<file path="src/rtl/core/imusq_ram.sv">
// ----------------------------------------------------------------------------
// imusq_ram
// Generic single-clock RAM: one write port, one read port, registered read.
// ----------------------------------------------------------------------------
module imusq_ram #(
    parameter int WIDTH = 8,
    parameter int DEPTH = 32
) (
    input  logic                     clk,
    input  logic                     we,
    input  logic [$clog2(DEPTH)-1:0] waddr,
    input  logic [WIDTH-1:0]         wdata,
    input  logic                     re,
    input  logic [$clog2(DEPTH)-1:0] raddr,
    output logic [WIDTH-1:0]         rdata
);

    logic [WIDTH-1:0] mem [DEPTH];

    always_ff @(posedge clk)
    begin
        if (we)
        begin
            mem[waddr] <= wdata;
        end
        if (re)
        begin
            rdata <= mem[raddr];
        end
    end

endmodule

</file>
<file path="config.mk">
export PLATFORM = sky130hd
export DESIGN_NAME = imusq_ram
export DESIGN_NICKNAME = d
export VERILOG_FILES = /design/src/rtl/core/imusq_ram.sv
export SDC_FILE = /design/constraint.sdc
export NUM_CORES = 1
export LEC_CHECK = 0
export BUFFER_PORTS_ARGS = -buffer_cell sky130_fd_sc_hd__buf_2
export CAP_MARGIN = 40
export CORE_ASPECT_RATIO = 1.2
export CORE_MARGIN = 2
export CORE_UTILIZATION = 50
export CTS_CLUSTER_SIZE = 30
export DETAILED_ROUTE_END_ITERATION = 7
export GPL_TIMING_DRIVEN = 0
export PLACE_DENSITY = 0.64
export RECOVER_POWER = 25
export SYNTH_ARGS = -nofsm -noshare
export SYNTH_HDL_FRONTEND = slang
export SYNTH_SLANG_ARGS = --single-unit
</file>
<file path="constraint.sdc">
create_clock -name clk -period 2.6 [get_ports clk]
set_input_delay 0.13 -clock clk [delete_from_list [all_inputs] [get_ports clk]]
set_output_delay 0.13 -clock clk [all_outputs]
set_load 0.01 [all_outputs]
</file>
==> metrics.cfg, run 1 <==
[global_routing]
grt_pass1_wl_um=29000
grt-ovfl-total=0
antenna_found_initial=0
grt_pass1_vias=4684
grt_usage_pct=18.6
grt_max_degree=33

[drt]
totalWireLength_um=19000
first_pass_iters=5
drc=0
antenna_left=0
vias=4355
wl_per_cell_um=25.3
drtIter0Drc=507
drt-vias-per-instance=5.80

[setup_path]
cp-start-kind=input pin
cp-end-kind=register
worstPathRequired_ns=2.86
crit-reg2reg-launch=mem[16][2]$_DFFE_PP_
worst-path-max-fanout=10
critical_path_class=input pin to register
arrival_ns=2.50
crit_start=raddr[2]

[cts]
clk_latency_ns=0.52
cts_root_buf=clkbuf_16
cts.hold.buffers_added=1
post_cts_buffers=0
cts.clk_slew.worst_paths_ns=0.06
numCtsBuffers=25
cts.htree.levels=1
cts_tree=done
cts_resized=0
cts_sinks=264
clk_path_buf_depth=3

[timing]
hold_viol=0
worst_pin_slew_ns=1.42
setup_slack_ns=0.357
slew_headroom_pct=5.02
fin_crit_ns=2.24
max_freq_ghz=0.446
rsz0062_at_grt=false
fin_tns_setup_ns=0
maxSlewViolCount=0
setup_viol=0
fin_crit_sh_pct=86.3
skew_ns=0.00806

[logic_synthesis]
yosysWarnings=0
synth-seq-cells=264
synth_top_area_share_pct=78.2
synth_common_cells=edfxtp_1 (264), mux4_2 (80), nor2_1 (33)
seq_area_frac_synth_pct=78.2
avgSynthCellArea_um2=24.3
syn-cell-area_mm2=0.0101
synth_cell_type_count=14
async_flop_share_pct=0
synth_edf_count=264
syn_inst=417
synth_fp_nets=438
synth_ff_type=edfxtp_1
synth_area_leaders=edfxtp_1 (78%), mux4_2 (18%), nor2_1 (1.2%)
yosys.area.top_type=edfxtp_1
synth_most_common_cell=edfxtp_1

[placement]
preCtsSetupSlack_ns=-0.246
routabilityCongestion=0.750
portBuffers=23
place_hpwl_um=12600

[cells_and_area]
area_delta_synth_final_pct=13.3
fillers=1431
num-nets-final=489
drive_gt1_share_pct=32.3
diodes=0

[min_path]
worst_hold_startpoint=wdata[7]
hold_class=input pin to register

[die]
start_util_pct=50.6
std_cell_rows=57
dieArea_mm2=0.0214
io_pins=29
die_width_um=134
die_h_um=160
core_mm2=0.0200

[power_and_ir_drop]
leakage_nw=3.55
finalPower_mw=9.15
ir_drop_uv=578
pwr_density_cell_mw_per_mm2=797

[run_status]
status=completed

[run]
cap_violations=0

## critical path: stages
cell,delay [ns]
clkbuf_1,0.42
clkbuf_1,0.68
mux4_2,0.45
mux4_2,0.53
mux2_2,0.29
## per-stage QoR
stage	hold WS [ns]	area (µm²)	instances	util, %
3_5_place_dp	0.468	10600	705	52.8
5_1_grt	0.194	11500	751	57.3
6_report	0.170	11500	751	57.3
3_3_place_gp	0.454	10600	705	52.8
2_1_floorplan	0.229	10100	417	-
4_1_cts	0.139	11500	751	57.3
## registers in the layout, summed over array words and instances (netlist names)
signal  count
rdata       8
mem       256
## metal layers
metal	vias up	global-route usage, %	routed length [µm]
met5	-	0	0
met4	0	6.53	516
met3	30	4.06	1310
met2	147	30.2	9470
met1	2291	25.3	7680
li1	1887	-	-
## power breakdown
group          total (mW)  internal (mW)  switching (mW)
clock                3.95           2.45            1.50
combinational       0.436          0.189           0.247
sequential           4.76           4.75          0.0130
total                9.15           7.39            1.76
## final timing paths
check                                       endpoint  slack (ns)  depth (start not counted)
worst max-delay path              rdata[4]$_DFFE_PP_        0.36                          5
worst min-delay path            mem[28][7]$_DFFE_PP_        0.17                          1
worst min register to register    rdata[6]$_DFFE_PP_        1.02                          3
worst max register to register    rdata[2]$_DFFE_PP_        0.62                          3
## cell usage in the layout (no fill, tap or decap), types with 5 or more instances in the layout
cell type    n
clkbuf_16   25
nor2_1      33
clkbuf_1    13
bufinv_16    7
mux2_2       8
buf_1        6
mux4_2      80
clkinv_2     5
buf_2       19
buf_4        6
nand3b_1     5
edfxtp_1   264
## cell type report
cell class | count | area (µm²) | share of cell area (%)
Multi-Input combinational cell | 133 | 2100 | 18.3
Timing Repair Buffer | 24 | 119 | 1.03
Buffer | 20 | 106 | 0.926
Sequential cell | 264 | 7930 | 69.0
Clock inverter | 18 | 269 | 2.34
Tap cell | 265 | 332 | 2.89
Clock buffer | 27 | 633 | 5.51
## cells by family (layout without fill, tap and decap cells)
logic type | count (synthesis) | after routing | synth area share, %
buf+inv | 20 | 89 | 1.05
flops | 264 | 264 | 78.2
mux | 88 | 88 | 18.7
simple gates | 45 | 45 | 2.05
Power figures use the tool's default switching activity.
==> inputs of run 2 (changes only) <==
--- a/config.mk
+++ b/config.mk
@@ -10,6 +10,7 @@
 export CORE_ASPECT_RATIO = 1.2
 export CORE_MARGIN = 2
 export CORE_UTILIZATION = 50
+export CTS_BUF_LIST = sky130_fd_sc_hd__clkbuf_4 sky130_fd_sc_hd__clkbuf_8
 export CTS_CLUSTER_SIZE = 30
 export DETAILED_ROUTE_END_ITERATION = 7
 export GPL_TIMING_DRIVEN = 0
==> run 2 against run 1 <==
  * The flow now finishes with violations (capacitance limit, slew limit)
  * Sequential cell count unchanged
  * First-iteration DRC count down 0.59%
  * Worst setup slack worse by 0.0087 ns
==> metrics.cfg, run 2 (synthesis gave the netlist of run 1 again) <==
[run_status]
status=finished, violations left
violations=capacitance limit, slew limit

[timing]
setup_slack_ns=0.348  ; -0.00871 ns
worst_pin_slew_ns=1.51  ; +0.0819 ns
fin_crit_sh_pct=86.6  ; +0.34 points
maxSlewViolCount=32  ; +32
hold_viol=0  ; unchanged
skew_ns=0.0278  ; +0.0197 ns
rsz0062_at_grt=false
max_freq_ghz=0.444  ; -0.39%
slew_headroom_pct=-0.439  ; -5.5 points
fin_tns_setup_ns=0  ; unchanged
setup_viol=0  ; unchanged
fin_crit_ns=2.25  ; +0.00871 ns

[min_path]
hold_class=input pin to register

[global_routing]
grt_pass1_vias=4801  ; +2.5%
grt-ovfl-total=0  ; unchanged
grt_pass1_wl_um=28900  ; -0.31%
antenna_found_initial=0  ; unchanged
grt_max_degree=33  ; unchanged
grt_usage_pct=18.6  ; about the same

[cts]
cts_sinks=264  ; unchanged
cts_root_buf=clkbuf_8
clk_path_buf_depth=3  ; unchanged
cts_tree=done
cts.htree.levels=2  ; +1
clk_latency_ns=0.54  ; +0.02 ns
cts.clk_slew.worst_paths_ns=0.06  ; about the same
numCtsBuffers=40  ; +60%
cts_resized=0  ; unchanged
cts.hold.buffers_added=1  ; unchanged
post_cts_buffers=0  ; unchanged

[setup_path]
cp-start-kind=input pin
critical_path_class=input pin to register
worstPathRequired_ns=2.86  ; about the same
crit_chain=clkbuf_1 -> clkbuf_1 -> mux4_2 -> mux4_2 -> mux2_2
slowest_stage=clkbuf_1
arrival_ns=2.51  ; about the same
cpPeakStageDelay_ns=0.68  ; about the same
cp-end-kind=register
cpLargestDelayFamily=multiplexers
reg2reg_setup_slack_ns=0.63  ; about the same
crit_buf_inv=2  ; unchanged
worst-path-max-fanout=10  ; unchanged

[cells_and_area]
diodes=0  ; unchanged
final_cell_mix=edfxtp_1 (264), mux4_2 (80), clkbuf_8 (41)
top_regs=mem (256), rdata (8)
largest_reg_flops=256  ; unchanged
mostFrequentLayoutCell=edfxtp_1
finalNonFillerCells=779  ; +3.7%
largest-register=mem
drive_gt1_share_pct=33.9  ; +1.5 points
multiInputGateArea_mm2=0.00210  ; unchanged
regArea_mm2=0.00793  ; unchanged
num-nets-final=504  ; +3.1%
area_delta_synth_final_pct=11.7
fillers=1480  ; +3.4%

[drt]
vias=4396  ; +0.94%
drt-vias-per-instance=5.64  ; -2.7%
drc=0  ; unchanged
first_pass_iters=5  ; unchanged
antenna_left=0  ; unchanged
totalWireLength_um=18900  ; -0.28%
drtIter0Drc=504  ; -0.59%
wl_per_cell_um=24.3  ; -3.9%

[die]
core_mm2=0.0200  ; unchanged
die_width_um=134  ; unchanged
dieArea_mm2=0.0214  ; unchanged
start_util_pct=50.6  ; unchanged
die_h_um=160  ; unchanged
io_pins=29  ; unchanged
std_cell_rows=57  ; unchanged

[placement]
preCtsSetupSlack_ns=-0.246  ; unchanged
portBuffers=23  ; unchanged
place_hpwl_um=12600  ; unchanged
placed_cells=705  ; unchanged
routabilityCongestion=0.750  ; unchanged

[power_and_ir_drop]
ir_drop_uv=277  ; -52%
pwr_density_cell_mw_per_mm2=736  ; -7.7%
leakage_nw=3.49  ; -1.5%

[run]
cap_violations=1  ; +1

[run 2: cell type report]
cell class,instances,area share [%]
flip-flops and latches,264,70.0
multi-input cells,133,18.5
clock buffers,51,5.65
repair buffers,24,1.03
clock inverters,22,0.895
well taps,265,2.93
plain buffers,20,0.939
[run 2: worst paths after layout]
path / start / to / cells past startpoint
worst max-delay path: raddr[2] / rdata[7]$_DFFE_PP_ / 5
worst min-delay path: wdata[1] / mem[0][1]$_DFFE_PP_ / 1
worst max register to register: mem[29][3]$_DFFE_PP_ / rdata[3]$_DFFE_PP_ / 3
worst min register to register: mem[10][2]$_DFFE_PP_ / rdata[2]$_DFFE_PP_ / 3
[run 2: through the flow]
stage               instance area, µm²  hold slack [ns]  utilization [%]  total power [mW]
floorplan                        10100            0.229                -              5.11
global placement                 10600            0.454             52.8              5.28
detailed placement               10600            0.468             52.8              5.30
CTS                              11300            0.116             56.5              8.40
global route                     11300            0.183             56.5              8.60
finish                           11300            0.164             56.5              8.33
[run 2: per-layer routing]
| layer | track usage (%) | part of all wire, % | wire (µm) | vias up |
|---|---|---|---|---|
| met1 | 25.2 | 41 | 7830 | 2285 |
| met5 | 0 | 0 | 0 | - |
| met2 | 30.0 | 49 | 9300 | 151 |
| met3 | 3.84 | 6.3 | 1200 | 36 |
| li1 | - | - | - | 1924 |
| met4 | 7.69 | 3.2 | 598 | 0 |
[run 2: power by group]
part	switching (mW)	internal, mW
registers	0.0129	4.75
clock network	1.51	1.62
logic	0.246	0.188
total	1.77	6.56
==> inputs of run 3 (changes only) <==
--- a/config.mk
+++ b/config.mk
@@ -16,6 +16,7 @@
 export GPL_TIMING_DRIVEN = 0
 export PLACE_DENSITY = 0.64
 export RECOVER_POWER = 25
+export SETUP_SLACK_MARGIN = 0.5
 export SYNTH_ARGS = -nofsm -noshare
 export SYNTH_HDL_FRONTEND = slang
 export SYNTH_SLANG_ARGS = --single-unit
==> run 3 against run 2 <==
  * The run still ends with capacitance limit, slew limit left
  * Highest routed layer unchanged
  * Maximum frequency up 14%
  * Total power about the same
  * Via count up 0.55%
  * Core utilization about the same
  * Largest cell class unchanged
  * Sequential share of layout area about the same
  * Sequential power about the same
  * Non-clock buffer count unchanged
  * Clock skew about the same
  * Hold slack better by 0.0032 ns
  * Clock-buffer cell count unchanged
  * Critical path depth down 2
  * Cell count unchanged
  * Largest power group unchanged
==> metrics.cfg, run 3 (synthesis gave the netlist of run 1 again) <==
[min_path]
worst_hold_startpoint=wdata[1]
min_path_cells=1  ; unchanged
hold_class=input pin to register

[cts]
cts.htree.levels=2  ; unchanged
clk_path_buf_depth=3  ; unchanged
post_cts_buffers=0  ; unchanged
cts_root_buf=clkbuf_8
cts_tree=done
cts_sinks=264  ; unchanged
clk_latency_ns=0.54  ; about the same
cts.clk_slew.worst_paths_ns=0.06  ; about the same
numCtsBuffers=40  ; unchanged

[run_status]
status=finished, violations left
violations=capacitance limit, slew limit

[setup_path]
critical_path_class=register to register
worstPathRequired_ns=2.86  ; about the same
cp-start-kind=register
crit_start=mem[29][3]$_DFFE_PP_
worst-path-max-fanout=1  ; -9
crit-reg2reg-launch=mem[29][3]$_DFFE_PP_
rr_worst_depth=3  ; unchanged
cp-end-kind=register
arrival_ns=2.23  ; -0.28 ns

[power_and_ir_drop]
pwr_density_cell_mw_per_mm2=735  ; about the same
ir_drop_uv=278  ; +0.10%
leakage_nw=3.51  ; +0.50%

[timing]
setup_viol=0  ; unchanged
max_freq_ghz=0.508  ; +14%
rsz0062_at_grt=false
worst_pin_slew_ns=1.51  ; +0.00119 ns
hold_viol=0  ; unchanged
slew_headroom_pct=-0.519  ; -0.080 points
fin_crit_ns=1.97  ; -0.284 ns
fin_crit_sh_pct=75.7  ; -11 points
skew_ns=0.0273  ; -0.000439 ns
maxSlewViolCount=33  ; +3.1%

[drt]
wl_met3_um=1300  ; +9.0%
drtIter0Drc=506  ; +0.40%
wl_per_cell_um=24.3  ; about the same
routed.top_layer=met4
wl_met2_um=9270  ; -0.33%
drt-vias-per-instance=5.67  ; +0.55%
vias=4420  ; +0.55%
totalWireLength_um=18900  ; about the same
first_pass_iters=5  ; unchanged
antenna_left=0  ; unchanged
wl_met1_um=7750  ; -1.1%
drc=0  ; unchanged

[cells_and_area]
finalNonFillerCells=779  ; unchanged
fillers=1476  ; -0.27%
num-nets-final=504  ; unchanged
multiInputGateArea_mm2=0.00210  ; unchanged
diodes=0  ; unchanged
final_cell_mix=edfxtp_1 (264), mux4_2 (80), clkbuf_8 (41)
top_regs=mem (256), rdata (8)
fin_util_pct=56.5  ; about the same
largest-register=mem
area_delta_synth_final_pct=11.8  ; about the same
drive_gt1_share_pct=35.0  ; +1.2 points
mostFrequentLayoutCell=edfxtp_1
largest_reg_flops=256  ; unchanged
regArea_mm2=0.00793  ; unchanged

[global_routing]
grt_pass1_vias=4801  ; unchanged
grt_usage_pct=18.6  ; unchanged
antenna_found_initial=0  ; unchanged
grt_max_degree=33  ; unchanged
grt_pass1_wl_um=28900  ; unchanged
grt-ovfl-total=0  ; unchanged

[die]
die_h_um=160  ; unchanged
die_width_um=134  ; unchanged
start_util_pct=50.6  ; unchanged
dieArea_mm2=0.0214  ; unchanged
io_pins=29  ; unchanged
core_mm2=0.0200  ; unchanged
std_cell_rows=57  ; unchanged

[placement]
placed_cells=705  ; unchanged
place_hpwl_um=12600  ; unchanged
routabilityCongestion=0.750  ; unchanged
portBuffers=23  ; unchanged

[run]
cap_violations=1  ; unchanged

## run 3: cell types whose count changed in the layout (fill, tap and decap cells not counted)
cell / change
buf_1: -3
buf_2: +2
clkbuf_1: -3
clkbuf_2: +4
## run 3: repair_timing
| item | 4_1_cts | 5_1_grt |
|---|---|---|
| gates resized for setup | 4 | 3 |
| gates cloned | 0 | 0 |
| hold buffers | 1 | 0 |
| hold endpoints to repair | 8 | 0 |
| setup endpoints to repair | 8 | 4 |
## run 3: power by group
group / internal (mW) / switching (mW)
Sequential: 4.75 / 0.0129
Clock: 1.62 / 1.51
Combinational: 0.189 / 0.246
Total: 6.56 / 1.77
## run 3: stage by stage
stage          total power [mW]  setup WS (ns)  TNS [ns]  hold slack [ns]  area, µm²
2_1_floorplan              5.11          0.528         0            0.229      10100
3_3_place_gp               5.28         -0.215     -1.44            0.454      10600
3_5_place_dp               5.30         -0.246     -1.66            0.468      10600
4_1_cts                    8.40          0.498         0            0.116      11300
5_1_grt                    8.60          0.558         0            0.183      11300
6_report                   8.33          0.632         0            0.167      11300
## run 3: path summary, 6_finish.rpt
| kind | to | slack [ns] |
|---|---|---|
| worst max-delay path | rdata[3]$_DFFE_PP_ | 0.63 |
| worst min-delay path | mem[26][1]$_DFFE_PP_ | 0.17 |
| worst max register to register | rdata[3]$_DFFE_PP_ | 0.63 |
| worst min register to register | rdata[2]$_DFFE_PP_ | 1.01 |
## run 3: final cells by class
cell class / instances / share of cell area [%]
sequential: 264 / 70.0
multi-input combinational: 133 / 18.5
clock buffer: 51 / 5.64
tap: 265 / 2.93
timing repair buffer: 24 / 1.03
buffer: 20 / 1.00
clock inverter: 22 / 0.895
## run 3: metal layers
layer / vias to the layer above / track usage, %
met2: 164 / 30.0
met4: 0 / 7.69
met5: - / 0
met1: 2294 / 25.2
li1: 1924 / -
met3: 38 / 3.84
## run 3: worst max-delay path, cell delays in order, from the launching register on
cell and delay, ns:
edfxtp_1 0.37, mux4_2 0.52, mux4_2 0.52, mux2_2 0.30
